[src/sv/rtcv_pkg.sv]
// shared types and constants for the reservation table collision vector block
// no dependencies; imported by rtcv_scan and reservation_table_collision_vector
package rtcv_pkg;

	localparam int SPAN_W     = 7;
	localparam int ROW_IDX_W  = 3;
	localparam int ROW_BITS_W = 32;
	localparam int ROWCNT_W   = 4;
	localparam int COLCNT_W   = 6;
	localparam int MASK_W     = 64;
	localparam int VERDICT_W  = 2;
	localparam int APB_DATA_W = 32;
	localparam int APB_ADDR_W = 3;
	localparam int REG_IDX_W  = 1;

	// item kinds
	localparam logic KIND_LOAD    = 1'b0;
	localparam logic KIND_LATENCY = 1'b1;

	// result verdicts
	localparam logic [VERDICT_W-1:0] VERDICT_ANALYSED  = 2'd0;
	localparam logic [VERDICT_W-1:0] VERDICT_ACCEPTED  = 2'd1;
	localparam logic [VERDICT_W-1:0] VERDICT_FORBIDDEN = 2'd2;
	localparam logic [VERDICT_W-1:0] VERDICT_OVER_SPAN = 2'd3;

	// register indexes
	localparam logic [REG_IDX_W-1:0] REG_ROW_COUNT    = 1'd0;
	localparam logic [REG_IDX_W-1:0] REG_COLUMN_COUNT = 1'd1;

	typedef struct packed {
		logic start;
		logic collect;
		logic clear;
	} scan_ctrl_t;

	// ones in bits below n, all ones for n of 64 or more
	function automatic logic [MASK_W-1:0] low_ones(input logic [SPAN_W-1:0] n);
		logic [MASK_W-1:0] m;
		for (int i = 0; i < MASK_W; i++) begin
			m[i] = (i < int'(n));
		end
		return m;
	endfunction

endpackage

[src/sv/rtcv_scan.sv]
// distance scanner: walks column distances one per cycle over all table rows,
// collects forbidden latencies and tracks the greatest permissible one
// depends on rtcv_pkg
module rtcv_scan #(
	parameter int ROWS  = 8,
	parameter int WIDTH = 64
) (
	input  logic                        clk,
	input  logic                        arst_n,
	input  rtcv_pkg::scan_ctrl_t        ctrl,
	input  logic [WIDTH-1:0]            rows_in [ROWS],
	input  logic [ROWS-1:0]             row_en,
	input  logic [rtcv_pkg::SPAN_W-1:0] span,
	output logic                        done,
	output logic [WIDTH-1:0]            forbidden,
	output logic [rtcv_pkg::SPAN_W-1:0] length
);
	import rtcv_pkg::*;

	localparam int DW  = $clog2(WIDTH + 1);
	localparam int FIW = $clog2(WIDTH);

	logic [WIDTH-1:0]  sh_q [ROWS];
	logic [DW-1:0]     d_q;
	logic              busy_q;
	logic              collect_q;
	logic              done_q;
	logic [WIDTH-1:0]  forb_q;
	logic [SPAN_W-1:0] len_q;

	logic              hit;
	logic [FIW-1:0]    bit_idx;
	logic              fbit;

	// a row of the table and its copy shifted by the current distance overlap
	always_comb begin
		hit = 1'b0;
		for (int r = 0; r < ROWS; r++) begin
			if (row_en[r]) begin
				hit = hit | (|(rows_in[r] & sh_q[r]));
			end
		end
		hit = hit & collect_q;
	end

	assign bit_idx = FIW'(d_q - DW'(1));
	assign fbit    = forb_q[bit_idx] | hit;

	always_ff @(posedge clk or negedge arst_n) begin
		if (!arst_n) begin
			busy_q    <= 1'b0;
			done_q    <= 1'b0;
			collect_q <= 1'b0;
			d_q       <= '0;
			forb_q    <= '0;
			len_q     <= '0;
			for (int r = 0; r < ROWS; r++) begin
				sh_q[r] <= '0;
			end
		end else begin
			done_q <= !ctrl.start && busy_q && (d_q == DW'(WIDTH));
			if (ctrl.clear) begin
				forb_q <= '0;
			end
			if (ctrl.start) begin
				busy_q    <= 1'b1;
				collect_q <= ctrl.collect;
				d_q       <= DW'(1);
				len_q     <= '0;
				for (int r = 0; r < ROWS; r++) begin
					sh_q[r] <= rows_in[r] >> 1;
				end
			end else if (busy_q) begin
				forb_q[bit_idx] <= fbit;
				if ((int'(d_q) <= int'(span)) && !fbit) begin
					len_q <= SPAN_W'(d_q);
				end
				for (int r = 0; r < ROWS; r++) begin
					sh_q[r] <= sh_q[r] >> 1;
				end
				if (d_q == DW'(WIDTH)) begin
					busy_q <= 1'b0;
				end else begin
					d_q <= d_q + DW'(1);
				end
			end
		end
	end

	assign done      = done_q;
	assign forbidden = forb_q;
	assign length    = len_q;

endmodule

[src/sv/reservation_table_collision_vector.sv]
// top level: configuration registers, table storage, merge sequencer and result register
// depends on rtcv_pkg and rtcv_scan
//
// Load table rows with kind 0, then propose latencies with kind 1; one item is taken at a
// time. A load of a row other than the last gives no result. The last row and every
// latency run the distance scan, which checks one column distance per cycle over the
// used rows before the result is registered; an accepted latency first merges the shifted
// original table one row per cycle through a single shifter. A new item is taken only once
// the previous result has been taken. Write row_count and column_count while the block is
// idle.
module reservation_table_collision_vector #(
	parameter int MAX_ROWS = 8,
	parameter int MAX_COLS = 32,
	parameter int MAX_SPAN = 64
) (
	input  logic                            clk,
	input  logic                            arst_n,
	input  logic                            psel,
	input  logic                            penable,
	input  logic                            pwrite,
	input  logic [rtcv_pkg::APB_ADDR_W-1:0] paddr,
	input  logic [rtcv_pkg::APB_DATA_W-1:0] pwdata,
	output logic [rtcv_pkg::APB_DATA_W-1:0] prdata,
	output logic                            pready,
	input  logic                            item_valid,
	output logic                            item_ready,
	input  logic                            kind,
	input  logic [rtcv_pkg::ROW_IDX_W-1:0]  row_index,
	input  logic [rtcv_pkg::ROW_BITS_W-1:0] row_bits,
	input  logic [rtcv_pkg::SPAN_W-1:0]     latency,
	output logic                            result_valid,
	input  logic                            result_ready,
	output logic [rtcv_pkg::VERDICT_W-1:0]  verdict,
	output logic [rtcv_pkg::MASK_W-1:0]     forbidden_mask,
	output logic [rtcv_pkg::MASK_W-1:0]     permissible_mask,
	output logic [rtcv_pkg::SPAN_W-1:0]     span,
	output logic [rtcv_pkg::MASK_W-1:0]     collision_vector,
	output logic [rtcv_pkg::SPAN_W-1:0]     vector_length
);
	import rtcv_pkg::*;

	localparam int OW = (MAX_COLS < ROW_BITS_W) ? MAX_COLS : ROW_BITS_W;
	localparam int MW = (MAX_COLS > MAX_SPAN) ? MAX_COLS : MAX_SPAN;
	localparam int IW = (MAX_ROWS > 1) ? $clog2(MAX_ROWS) : 1;
	localparam int RW = $clog2(MAX_ROWS + 1);

	typedef enum logic [1:0] {
		ST_IDLE,
		ST_MERGE,
		ST_KICK,
		ST_SCAN
	} state_t;

	state_t                 state_q;
	logic [ROWCNT_W-1:0]    row_count_q;
	logic [COLCNT_W-1:0]    column_count_q;
	logic [OW-1:0]          orig_q [MAX_ROWS];
	logic [MW-1:0]          merged_q [MAX_ROWS];
	logic [SPAN_W-1:0]      span_q;
	logic [SPAN_W-1:0]      lat_q;
	logic [IW-1:0]          rc_q;
	logic                   collect_q;
	logic [VERDICT_W-1:0]   verdict_sel_q;

	logic                   out_valid_q;
	logic [VERDICT_W-1:0]   verdict_q;
	logic [MASK_W-1:0]      forbidden_mask_q;
	logic [MASK_W-1:0]      permissible_mask_q;
	logic [SPAN_W-1:0]      span_out_q;
	logic [MASK_W-1:0]      collision_vector_q;
	logic [SPAN_W-1:0]      vector_length_q;

	logic                   cfg_write;
	logic [REG_IDX_W-1:0]   reg_idx;
	logic [RW-1:0]          rows_eff;
	logic [SPAN_W-1:0]      cols_eff;
	logic                   item_accept;
	logic                   row_in_range;
	logic                   row_last;
	logic [IW-1:0]          row_sel;
	logic [OW-1:0]          omask;
	logic [OW-1:0]          load_bits;
	logic [MW-1:0]          merge_row;
	logic                   merge_last;
	logic [MASK_W-1:0]      forb64;
	logic                   lat_forbidden;
	logic                   lat_over;
	logic [MAX_ROWS-1:0]    row_en;

	scan_ctrl_t             scan_ctrl;
	logic                   scan_done;
	logic [MW-1:0]          scan_forb;
	logic [SPAN_W-1:0]      scan_len;

	// configuration port
	assign pready    = 1'b1;
	assign cfg_write = psel && penable && pwrite;
	assign reg_idx   = paddr[2];

	always_comb begin
		unique case (reg_idx)
			REG_ROW_COUNT:    prdata = APB_DATA_W'(row_count_q);
			REG_COLUMN_COUNT: prdata = APB_DATA_W'(column_count_q);
		endcase
	end

	always_ff @(posedge clk or negedge arst_n) begin
		if (!arst_n) begin
			row_count_q    <= ROWCNT_W'(1);
			column_count_q <= COLCNT_W'(1);
		end else if (cfg_write) begin
			unique case (reg_idx)
				REG_ROW_COUNT:    row_count_q    <= pwdata[ROWCNT_W-1:0];
				REG_COLUMN_COUNT: column_count_q <= pwdata[COLCNT_W-1:0];
			endcase
		end
	end

	// clamped row and column counts
	always_comb begin
		if (row_count_q == '0) begin
			rows_eff = RW'(1);
		end else if (int'(row_count_q) > MAX_ROWS) begin
			rows_eff = RW'(MAX_ROWS);
		end else begin
			rows_eff = RW'(row_count_q);
		end
		if (column_count_q == '0) begin
			cols_eff = SPAN_W'(1);
		end else if (int'(column_count_q) > MAX_COLS) begin
			cols_eff = SPAN_W'(MAX_COLS);
		end else begin
			cols_eff = SPAN_W'(column_count_q);
		end
	end

	always_comb begin
		for (int r = 0; r < MAX_ROWS; r++) begin
			row_en[r] = (r < int'(rows_eff));
		end
	end

	assign item_ready   = (state_q == ST_IDLE) && !out_valid_q;
	assign item_accept  = item_valid && item_ready;
	assign row_in_range = int'(row_index) < int'(rows_eff);
	assign row_last     = int'(row_index) == int'(rows_eff) - 1;
	assign row_sel      = IW'(row_index);
	assign omask        = OW'(low_ones(cols_eff));
	assign load_bits    = OW'(row_bits) & omask;
	assign merge_row    = MW'(orig_q[rc_q] & omask) << lat_q;
	assign merge_last   = int'(rc_q) == int'(rows_eff) - 1;

	assign forb64        = MASK_W'(scan_forb);
	assign lat_forbidden = (latency != '0) && (int'(latency) <= MASK_W)
		&& forb64[6'(latency - SPAN_W'(1))];
	assign lat_over      = (int'(latency) + int'(cols_eff)) > MAX_SPAN;

	assign scan_ctrl.start   = (state_q == ST_KICK);
	assign scan_ctrl.collect = collect_q;
	assign scan_ctrl.clear   = item_accept && (kind == KIND_LOAD) && row_in_range
		&& (row_index == '0);

	// original rows hold no reset value
	always_ff @(posedge clk) begin
		if (item_accept && (kind == KIND_LOAD) && row_in_range) begin
			orig_q[row_sel] <= load_bits;
		end
	end

	always_ff @(posedge clk or negedge arst_n) begin
		if (!arst_n) begin
			state_q            <= ST_IDLE;
			span_q             <= '0;
			lat_q              <= '0;
			rc_q               <= '0;
			collect_q          <= 1'b0;
			verdict_sel_q      <= VERDICT_ANALYSED;
			out_valid_q        <= 1'b0;
			verdict_q          <= VERDICT_ANALYSED;
			forbidden_mask_q   <= '0;
			permissible_mask_q <= '0;
			span_out_q         <= '0;
			collision_vector_q <= '0;
			vector_length_q    <= '0;
			for (int r = 0; r < MAX_ROWS; r++) begin
				merged_q[r] <= '0;
			end
		end else begin
			if (out_valid_q && result_ready) begin
				out_valid_q <= 1'b0;
			end
			unique case (state_q)
				ST_IDLE: begin
					if (item_accept) begin
						if (kind == KIND_LOAD) begin
							if (row_in_range) begin
								// row zero starts a fresh table
								for (int r = 0; r < MAX_ROWS; r++) begin
									if (r == int'(row_sel)) begin
										merged_q[r] <= MW'(load_bits);
									end else if (row_index == '0) begin
										merged_q[r] <= '0;
									end
								end
								if (row_last) begin
									span_q        <= cols_eff;
									verdict_sel_q <= VERDICT_ANALYSED;
									collect_q     <= 1'b1;
									state_q       <= ST_KICK;
								end
							end
						end else if (lat_forbidden) begin
							verdict_sel_q <= VERDICT_FORBIDDEN;
							collect_q     <= 1'b0;
							state_q       <= ST_KICK;
						end else if (lat_over) begin
							verdict_sel_q <= VERDICT_OVER_SPAN;
							collect_q     <= 1'b0;
							state_q       <= ST_KICK;
						end else begin
							verdict_sel_q <= VERDICT_ACCEPTED;
							span_q        <= latency + cols_eff;
							lat_q         <= latency;
							rc_q          <= '0;
							collect_q     <= 1'b1;
							state_q       <= ST_MERGE;
						end
					end
				end
				ST_MERGE: begin
					merged_q[rc_q] <= merged_q[rc_q] | merge_row;
					if (merge_last) begin
						state_q <= ST_KICK;
					end else begin
						rc_q <= rc_q + IW'(1);
					end
				end
				ST_KICK: begin
					state_q <= ST_SCAN;
				end
				ST_SCAN: begin
					if (scan_done) begin
						out_valid_q        <= 1'b1;
						verdict_q          <= verdict_sel_q;
						forbidden_mask_q   <= forb64;
						permissible_mask_q <= low_ones(span_q) & ~forb64;
						span_out_q         <= span_q;
						collision_vector_q <= forb64 & low_ones(scan_len);
						vector_length_q    <= scan_len;
						state_q            <= ST_IDLE;
					end
				end
			endcase
		end
	end

	rtcv_scan #(
		.ROWS  (MAX_ROWS),
		.WIDTH (MW)
	) u_scan (
		.clk       (clk),
		.arst_n    (arst_n),
		.ctrl      (scan_ctrl),
		.rows_in   (merged_q),
		.row_en    (row_en),
		.span      (span_q),
		.done      (scan_done),
		.forbidden (scan_forb),
		.length    (scan_len)
	);

	assign result_valid     = out_valid_q;
	assign verdict          = verdict_q;
	assign forbidden_mask   = forbidden_mask_q;
	assign permissible_mask = permissible_mask_q;
	assign span             = span_out_q;
	assign collision_vector = collision_vector_q;
	assign vector_length    = vector_length_q;

endmodule

[config.mk]
export PLATFORM = sky130hd
export DESIGN_NAME = reservation_table_collision_vector
export DESIGN_NICKNAME = d
export VERILOG_FILES = /design/src/sv/rtcv_pkg.sv /design/src/sv/rtcv_scan.sv /design/src/sv/reservation_table_collision_vector.sv
export SDC_FILE = /design/constraint.sdc
export NUM_CORES = 2
export LEC_CHECK = 0
export ABC_AREA = 1
export BUFFER_PORTS_ARGS = -buffer_cell sky130_fd_sc_hd__buf_2
export CAP_MARGIN = 5
export CORE_MARGIN = 2
export CORE_UTILIZATION = 40
export DETAILED_ROUTE_END_ITERATION = 8
export SKIP_CTS_REPAIR_TIMING = 1
export SYNTH_ARGS = -nofsm -noshare
export SYNTH_HDL_FRONTEND = slang
export SYNTH_SLANG_ARGS = --single-unit
[constraint.sdc]
create_clock -name clk -period 8.4 [get_ports clk]
set_input_delay 1.68 -clock clk [delete_from_list [all_inputs] [get_ports clk]]
set_output_delay 1.68 -clock clk [all_outputs]
set_load 0.05 [all_outputs]
; Word-level counts from Yosys, hierarchy flattened
; Memories as Yosys holds them, arrays and structs flattened.
; Index checks and enable logic that the tools add are counted.
[word_totals]
register_bits = 1346
ramBits = 256
in_bits = 85
output_inout_bits = 243
elab_cells = 431
memories = 1
[mem_list]
columns = name, words, width, read_ports, rd_clocked_by_memory_dff, write_ports, line_no
row1 = orig_q, 8, 32, 1, 0, 1, reservation_table_collision_vector.sv:57  ; logic [OW-1:0] orig_q [MAX_ROWS];
[op_classes]
n_addsub = 7
order_cmp = 179
eq_ne = 35
n_shift = 1
n_mux = 88
n_bitwise = 28
n_reduce_logical = 55
[ops]
columns = operator, n
row1 = $mux W512, 5
row2 = $pmux W512 S2, 1
row3 = $mux W64, 15
row4 = $and A64 B64 Y64, 10
row5 = $bwmux W512, 1
row6 = $reduce_or A64 Y1, 8
row7 = $lt A6 B7 Y1 const A, 64
row8 = $lt A5 B7 Y1 const A, 48
row9 = $bmux W64 S3, 1
row10 = $demux W64 S3, 1
row11 = $lt A4 B7 Y1 const A, 24
row12 = $lt A3 B7 Y1 const A, 12
row13 = $mux W7, 11
row14 = $and A32 B32 Y32, 2
row15 = $bwmux W64, 1
row16 = $not A64 Y64, 1
row17 = $or A64 B64 Y64, 1
row18 = $pmux W32 S2, 1
row19 = $shl A32 B7 Y64, 1
row20 = $reduce_and A5 Y1, 10
row21 = $lt A1 B7 Y1 const A, 6
row22 = $lt A2 B7 Y1 const A, 6
row23 = $mux W2, 13
row24 = $mux W1, 24
row25 = 52 further kinds, 126

; Depth between registers and ports, before layout
[logic_depth]
ltp_word = 26
mapped_depth = 22
mapped_depth_nobuf = 20

; Hierarchy
; A second synthesis with hierarchy kept.
[hier_totals]
cells_unflattened = 9761
hier_area_um2 = 78647.9
[modules_own_cells]
columns = mod, n_inst, cells_each, area_per_inst_um2, seq_area_each_um2
row1 = reservation_table_collision_vector, 1, 5787, 48739.2, 26532.9
row2 = rtcv_scan, 1, 3974, 29908.7, 14639.0

; Worst setup path after synthesis
; Ideal clock, no wire load.
[synth_timing]
kind = input-to-reg
startpoint = in row_index[1] (netlist name)
endpoint = reg u_scan.forb_q[26], in the netlist u_scan.forbidden[26]
arrival_ns = 4.595
required_ns = 8.274
path_slack_ns = 3.679
stages = 12
path_cell_list = ha_1 inv_1 nor2_1 o21ai_0 a21oi_1 nor3_1 inv_1 nor2_1 inv_2 clkbuf_1 nand3_1 o21ai_0
[synth_via]
elab_chain_len = 7
elab_cells_between_ends = 8
cone_classes = 1 x order compare / 4 x mux / 3 x reduce/logical
[synth_rtl]
columns = item, line_no
row1 = start: declaration, reservation_table_collision_vector.sv:28  ; input logic [rtcv_pkg::ROW_IDX_W-1:0] row_index,
row2 = $lt A3 B4 Y1, reservation_table_collision_vector.sv:145  ; assign row_in_range = int'(row_index) < int'(rows_eff);
row3 = $logic_and A1 B1 Y1, reservation_table_collision_vector.sv:160  ; assign scan_ctrl.clear = item_accept && (kind == KIND_LOAD) && row_in_range
row4 = $logic_and A1 B1 Y1 (*), reservation_table_collision_vector.sv:161  ; && (row_index == '0);
row5 = $mux W64 (*), rtcv_scan.sv:62  ; if (ctrl.clear) begin
row6 = $bwmux W64, rtcv_scan.sv:74  ; forb_q[bit_idx] <= fbit;
row7 = $mux W64, rtcv_scan.sv:73  ; end else if (busy_q) begin
row8 = $mux W64 (*), rtcv_scan.sv:65  ; if (ctrl.start) begin
row9 = end signal: indexed assignment, rtcv_scan.sv:74
row10 = end: declaration, rtcv_scan.sv:28  ; logic [WIDTH-1:0] forb_q;
; Every way passes the cells marked *; elsewhere a longest branch is shown, timed or not.
; A chain may end at the register's enable or synchronous reset.

; Worst setup path after layout
[layout_timing]
startpoint = reg rc_q[0]
endpoint = reg merged_q[510] (netlist name)
[layout_via]
elab_chain_len = 7
elab_cells_between_ends = 15
cone_classes = 2 x order compare / 1 x shift / 7 x mux / 3 x bitwise / 1 x reduce/logical / 1 x memory
[layout_rtl]
columns = item, line_no
row1 = start: declaration, reservation_table_collision_vector.sv:61  ; logic [IW-1:0] rc_q;
row2 = start signal: assignment, reservation_table_collision_vector.sv:235  ; rc_q <= rc_q + IW'(1);
row3 = branches (longest 5 deep; another with $mem_v2 Z8 W32), --
row4 = $bwmux W512 (*), reservation_table_collision_vector.sv:231  ; merged_q[rc_q] <= merged_q[rc_q] | merge_row;
row5 = $pmux W512 S2 (*), reservation_table_collision_vector.sv:192  ; unique case (state_q)
row6 = end signal: indexed assignment, reservation_table_collision_vector.sv:200  ; merged_q[r] <= MW'(load_bits);
row7 = end signal: indexed assignment, reservation_table_collision_vector.sv:231
row8 = end: declaration, reservation_table_collision_vector.sv:58  ; logic [MW-1:0] merged_q [MAX_ROWS];
; Mark *: on every way between the ends. The select of a mux whose other input is x is not followed.

==> summary by stage <==
Placement
Routability-driven placement finished with a final weighted congestion of 1.04. At the placement stage, the worst setup path has a slack of 2.38 ns. The wire-length estimate of the detail-placed layout is 249 mm.

Buffers placed on the I/O ports in this run total 272.

Worst setup path
The endpoint arrival time on the critical path is 6.48 ns. The startpoint-to-endpoint class of the critical path is reg -> reg. The kind of launch point of the worst setup path is a flip-flop. The delay of the slowest critical-path stage is 0.60 ns. The most numerous cell type found on the critical path is nand3_1. For the worst flop-to-flop path, the logic depth is 19. The number of buffer and inverter instances along the worst setup path is 4. The worst flop-to-flop path endpoint is merged_q[510]. The critical path's slowest cell is nor2_1. The maximum fanout along the worst path is 44. Traced cell by cell, the critical path runs through buf_4, buf_4, nor2_4, buf_4, inv_4, nor2_1, nor2_1, nand2_1, nor2_1, nand3_1, nand3_1, nand3_1, nand3_1, nand3_1, nand3_1, nand2_1, nand2_2, nand2_1, nand2_1. The setup check on the worst reg-to-reg path leaves a slack of 2.72 ns. In this run the critical register-to-register path is launched from rc_q[0]. The total stage count of the critical path is 19.

The cell family contributing the most delay on the critical path is simple AND/OR/NAND/NOR gates. STA classifies the critical path endpoint as a flip-flop. For the worst setup path, the data required time is 9.20 ns.

Clock tree
The clock tree from TritonCTS is built. The clock root buffer is clkbuf_16. For the worst-skew pair, the clock arrives at the later sink with an insertion delay of 0.88 ns. The register clock-pin slew on the reported worst setup and hold paths is 0.06 ns. The maximum level of the CTS H-tree is 4. Clock tree synthesis inserted a total of 173 buffers. The longest clock path from root to sink contains 3 buffers. The total clock sinks is 1594.

Synthesis
The gate count of the mapped netlist is 9162. The average size of a mapped cell is 8.45 um^2. The share of the Yosys chip area taken by registers is 0.532. The netlist uses 64 different library cells. Among all flip-flop cells after synthesis, the most frequent one is dfrtp_1.

The Yosys step of the flow raised 0 warnings. The share of flip-flops with an asynchronous set or reset after synthesis is 0.839. Counting flops and latches in the post-synthesis netlist gives 1594.

The number of enable flip-flop cells after synthesis is 256. The cell area that synthesis handed to floorplanning was 77400 um^2.

Global route
The first-pass GRT wire length is 507 mm. Entering global routing, the biggest net connects 175 pins. The total overflow reported by the global router is 0. The number of global-route vias before repair is 68.7k. The initial antenna violation count is 22. Across every metal layer, demand over resource in global routing totals 0.354.

STA
The time the worst path needs with I/O delays and setup is 5.68 ns. The count of final max-slew check failures came to 0. Setup slack on the critical path of the routed design comes to 2.72 ns. Setup violations remaining at the end of the flow were counted as 0. The post-route setup TNS is 0 ns. The final hold violation count is 0.

The period utilization is 0.676. The worst-case headroom to the max-slew limit is 0.0915. At the pin with the least slew margin, the transition time is 1.35 ns. Setup repair after global routing left no endpoint under its margin. The clock arrives with 0.0592 ns of skew.

The highest achievable clock rate is 176 MHz.

Worst hold path
The tightest min-delay check is of the reg -> reg type. Counting instances, the worst hold path has a depth of 2. The launch instance of the worst min-delay path is forbidden_mask[55]. The worst hold endpoint is forbidden_mask[55].

Detailed routing
The total wirelength of the detailed-routed design is 357 mm. After detailed routing, the number of vias per cell comes to 6.20. For this run, the detailed router's first-pass iteration total came to 9. For this block, the via count after detailed routing is 74.1k. The number of design rule violations left after detail routing is 11. The detail route stage leaves a number of antenna-violating nets equal to 0.

In the final routed layout, each cell accounts on average for 29.9 um. The number of DRC markers in iteration 0 is 11.2k.

Floorplan
The floorplan has 161 rows. The die boundary height is 444 um. The die footprint is 197000 um^2. In this run the horizontal extent of the chip is 444 um. In this run the count of I/O pins placed on the die edge is 328.

The initial core utilization is 0.402. The core region area is 192000 um^2.

Power and ir drop
The total power divided by cell area is 192 nW/um^2. IR analysis of the VDD net gives a maximum drop of 0.146 mV. The static leakage is 0.0405 uW.

Finish
The net count reported at finish is 9366. The storage element area is 41200 um^2. The combined area of the multi-input logic cells is 31100 um^2. The count of filler cells inserted in the layout is 18.7k. The post-synthesis to final-layout area growth is 12.5%. The proportion of layout cells with a drive suffix above 1 is 0.0890.

Status
The checks that failed: design-rule violations. The run finished, with violations left.

Flow run
Max-cap violations in this run came to 0.
## power breakdown
| group | internal [uW] | switching (uW) | leakage, uW |
|---|---|---|---|
| Clock | 4520 | 3410 | 0.00285 |
| Combinational | 135 | 765 | 0.0176 |
| Sequential | 7890 | 20.9 | 0.0201 |
## worst min-delay path: stages, from the launching register on
cell,delay [ns]
dfrtp_1,0.33
nand2_1,0.05
nand2_1,0.05
## synthesized netlist by cell type (3+ instances only)
library cell,count,area [um^2]
o21ai_1,54,270
nand2_1,2869,10800
buf_4,44,330
or2_2,13,81.3
edfxtp_1,256,7690
or4_1,16,120
clkbuf_1,327,1230
nand3_1,510,2550
nand4_1,95,594
a221oi_1,126,1100
o2bb2ai_1,12,105
xor2_1,14,123
clkinv_1,10,37.5
inv_1,763,2860
dfrtp_1,1336,33400
buf_6,8,90.1
a22oi_1,301,2260
xnor2_1,4,35.0
ha_1,28,350
nor3_2,3,30.0
o2111ai_1,20,175
o22ai_1,190,1190
o211ai_1,251,1880
o21ai_2,3,26.3
nor2_2,11,68.8
a32o_1,5,50.1
nand2_2,31,194
buf_2,94,470
o31ai_1,53,398
buf_1,63,236
a2111oi_0,4,35.0
a21oi_1,158,791
o21ai_0,570,2850
a31oi_1,21,131
a211oi_1,7,52.6
and2_1,4,25.0
nor4_1,6,37.5
a22o_1,18,158
o221ai_1,186,1630
nor2_1,561,2110
nor3_1,37,185
inv_2,32,120
nand3_2,9,90.1
mux2i_1,8,80.1
## layout by cell type, fill, tap and decap left out, drive strengths merged, types with 28 or more instances in the layout
cell type,count
a21oi,160
nor3,42
inv,800
clkinv,51
o21ai,628
o211ai,252
edfxtp,256
dfrtp,1336
o22ai,190
nand3,519
a221oi,126
nand2,2900
nor2,572
a22oi,301
nand4,95
clkbuf,262
ha,28
buf,426
o31ai,53
o221ai,186
## per-layer routing
metal / part of all wire / vias up / global-route usage
li1: - / 31376 / -
met1: 0.38 / 36586 / 0.468
met2: 0.43 / 5087 / 0.519
met3: 0.12 / 1000 / 0.100
met4: 0.067 / 10 / 0.204
met5: 0.00018 / - / 0
## worst max-delay path by stage
| stage | from | end | slack (ns) |
|---|---|---|---|
| finish | rc_q[0] | merged_q[510] | 2.72 |
| floorplan | row_index[1] | u_scan.forbidden[26] | 3.68 |
| global route | rc_q[0] | merged_q[508] | 2.61 |
| global placement | latency[0] | span_q[2] | 2.43 |
| detailed placement | latency[0] | span_q[2] | 2.38 |
| CTS | rc_q[0] | merged_q[510] | 2.98 |
## final cells by class
class,instances,area share
Multi-Input combinational cell,6251,0.357
Tap cell,2526,0.0363
Sequential cell,1594,0.473
Clock buffer,262,0.0581
Inverter,806,0.0351
Timing Repair Buffer,426,0.0306
Clock inverter,59,0.00894
Antenna cell,17,0.000489
## cells by family after synthesis
group / count (synthesis) / share of synthesized area
other: 2 / 0.0000970
AND/OR/NAND/NOR: 4176 / 0.219
AO/OA/AOI/OAI: 1992 / 0.171
buffers and inverters: 1342 / 0.0696
multiplexers: 8 / 0.00103
adder cells (fa/ha/maj): 29 / 0.00479
flip-flops: 1594 / 0.532
XOR/XNOR: 19 / 0.00225
## flip-flops by register name, summed over array words and instances, names as in the netlist, 64 cells and up
| register | flops |
|---|---|
| collision_vector | 64 |
| forbidden_mask | 64 |
| merged_q | 512 |
| orig_q | 256 |
| permissible_mask | 64 |
| u_scan.forbidden | 64 |
| u_scan.sh_q | 504 |
## metrics by stage
stage | total power (uW) | cells | instance area (um^2) | util | hold slack, ns
after detailed placement | 8920 | 11602 | 81100 | 0.422 | 0.463
after floorplan | 8430 | 9187 | 77500 | - | 0.449
after global routing | 17200 | 11926 | 87000 | 0.452 | 0.501
final | 16700 | 11941 | 87000 | 0.452 | 0.473
after CTS | 16800 | 11923 | 87000 | 0.452 | 0.479
after global placement | 8910 | 11602 | 81100 | 0.422 | 0.460
Note: power is estimated with default switching activity, not from simulation.
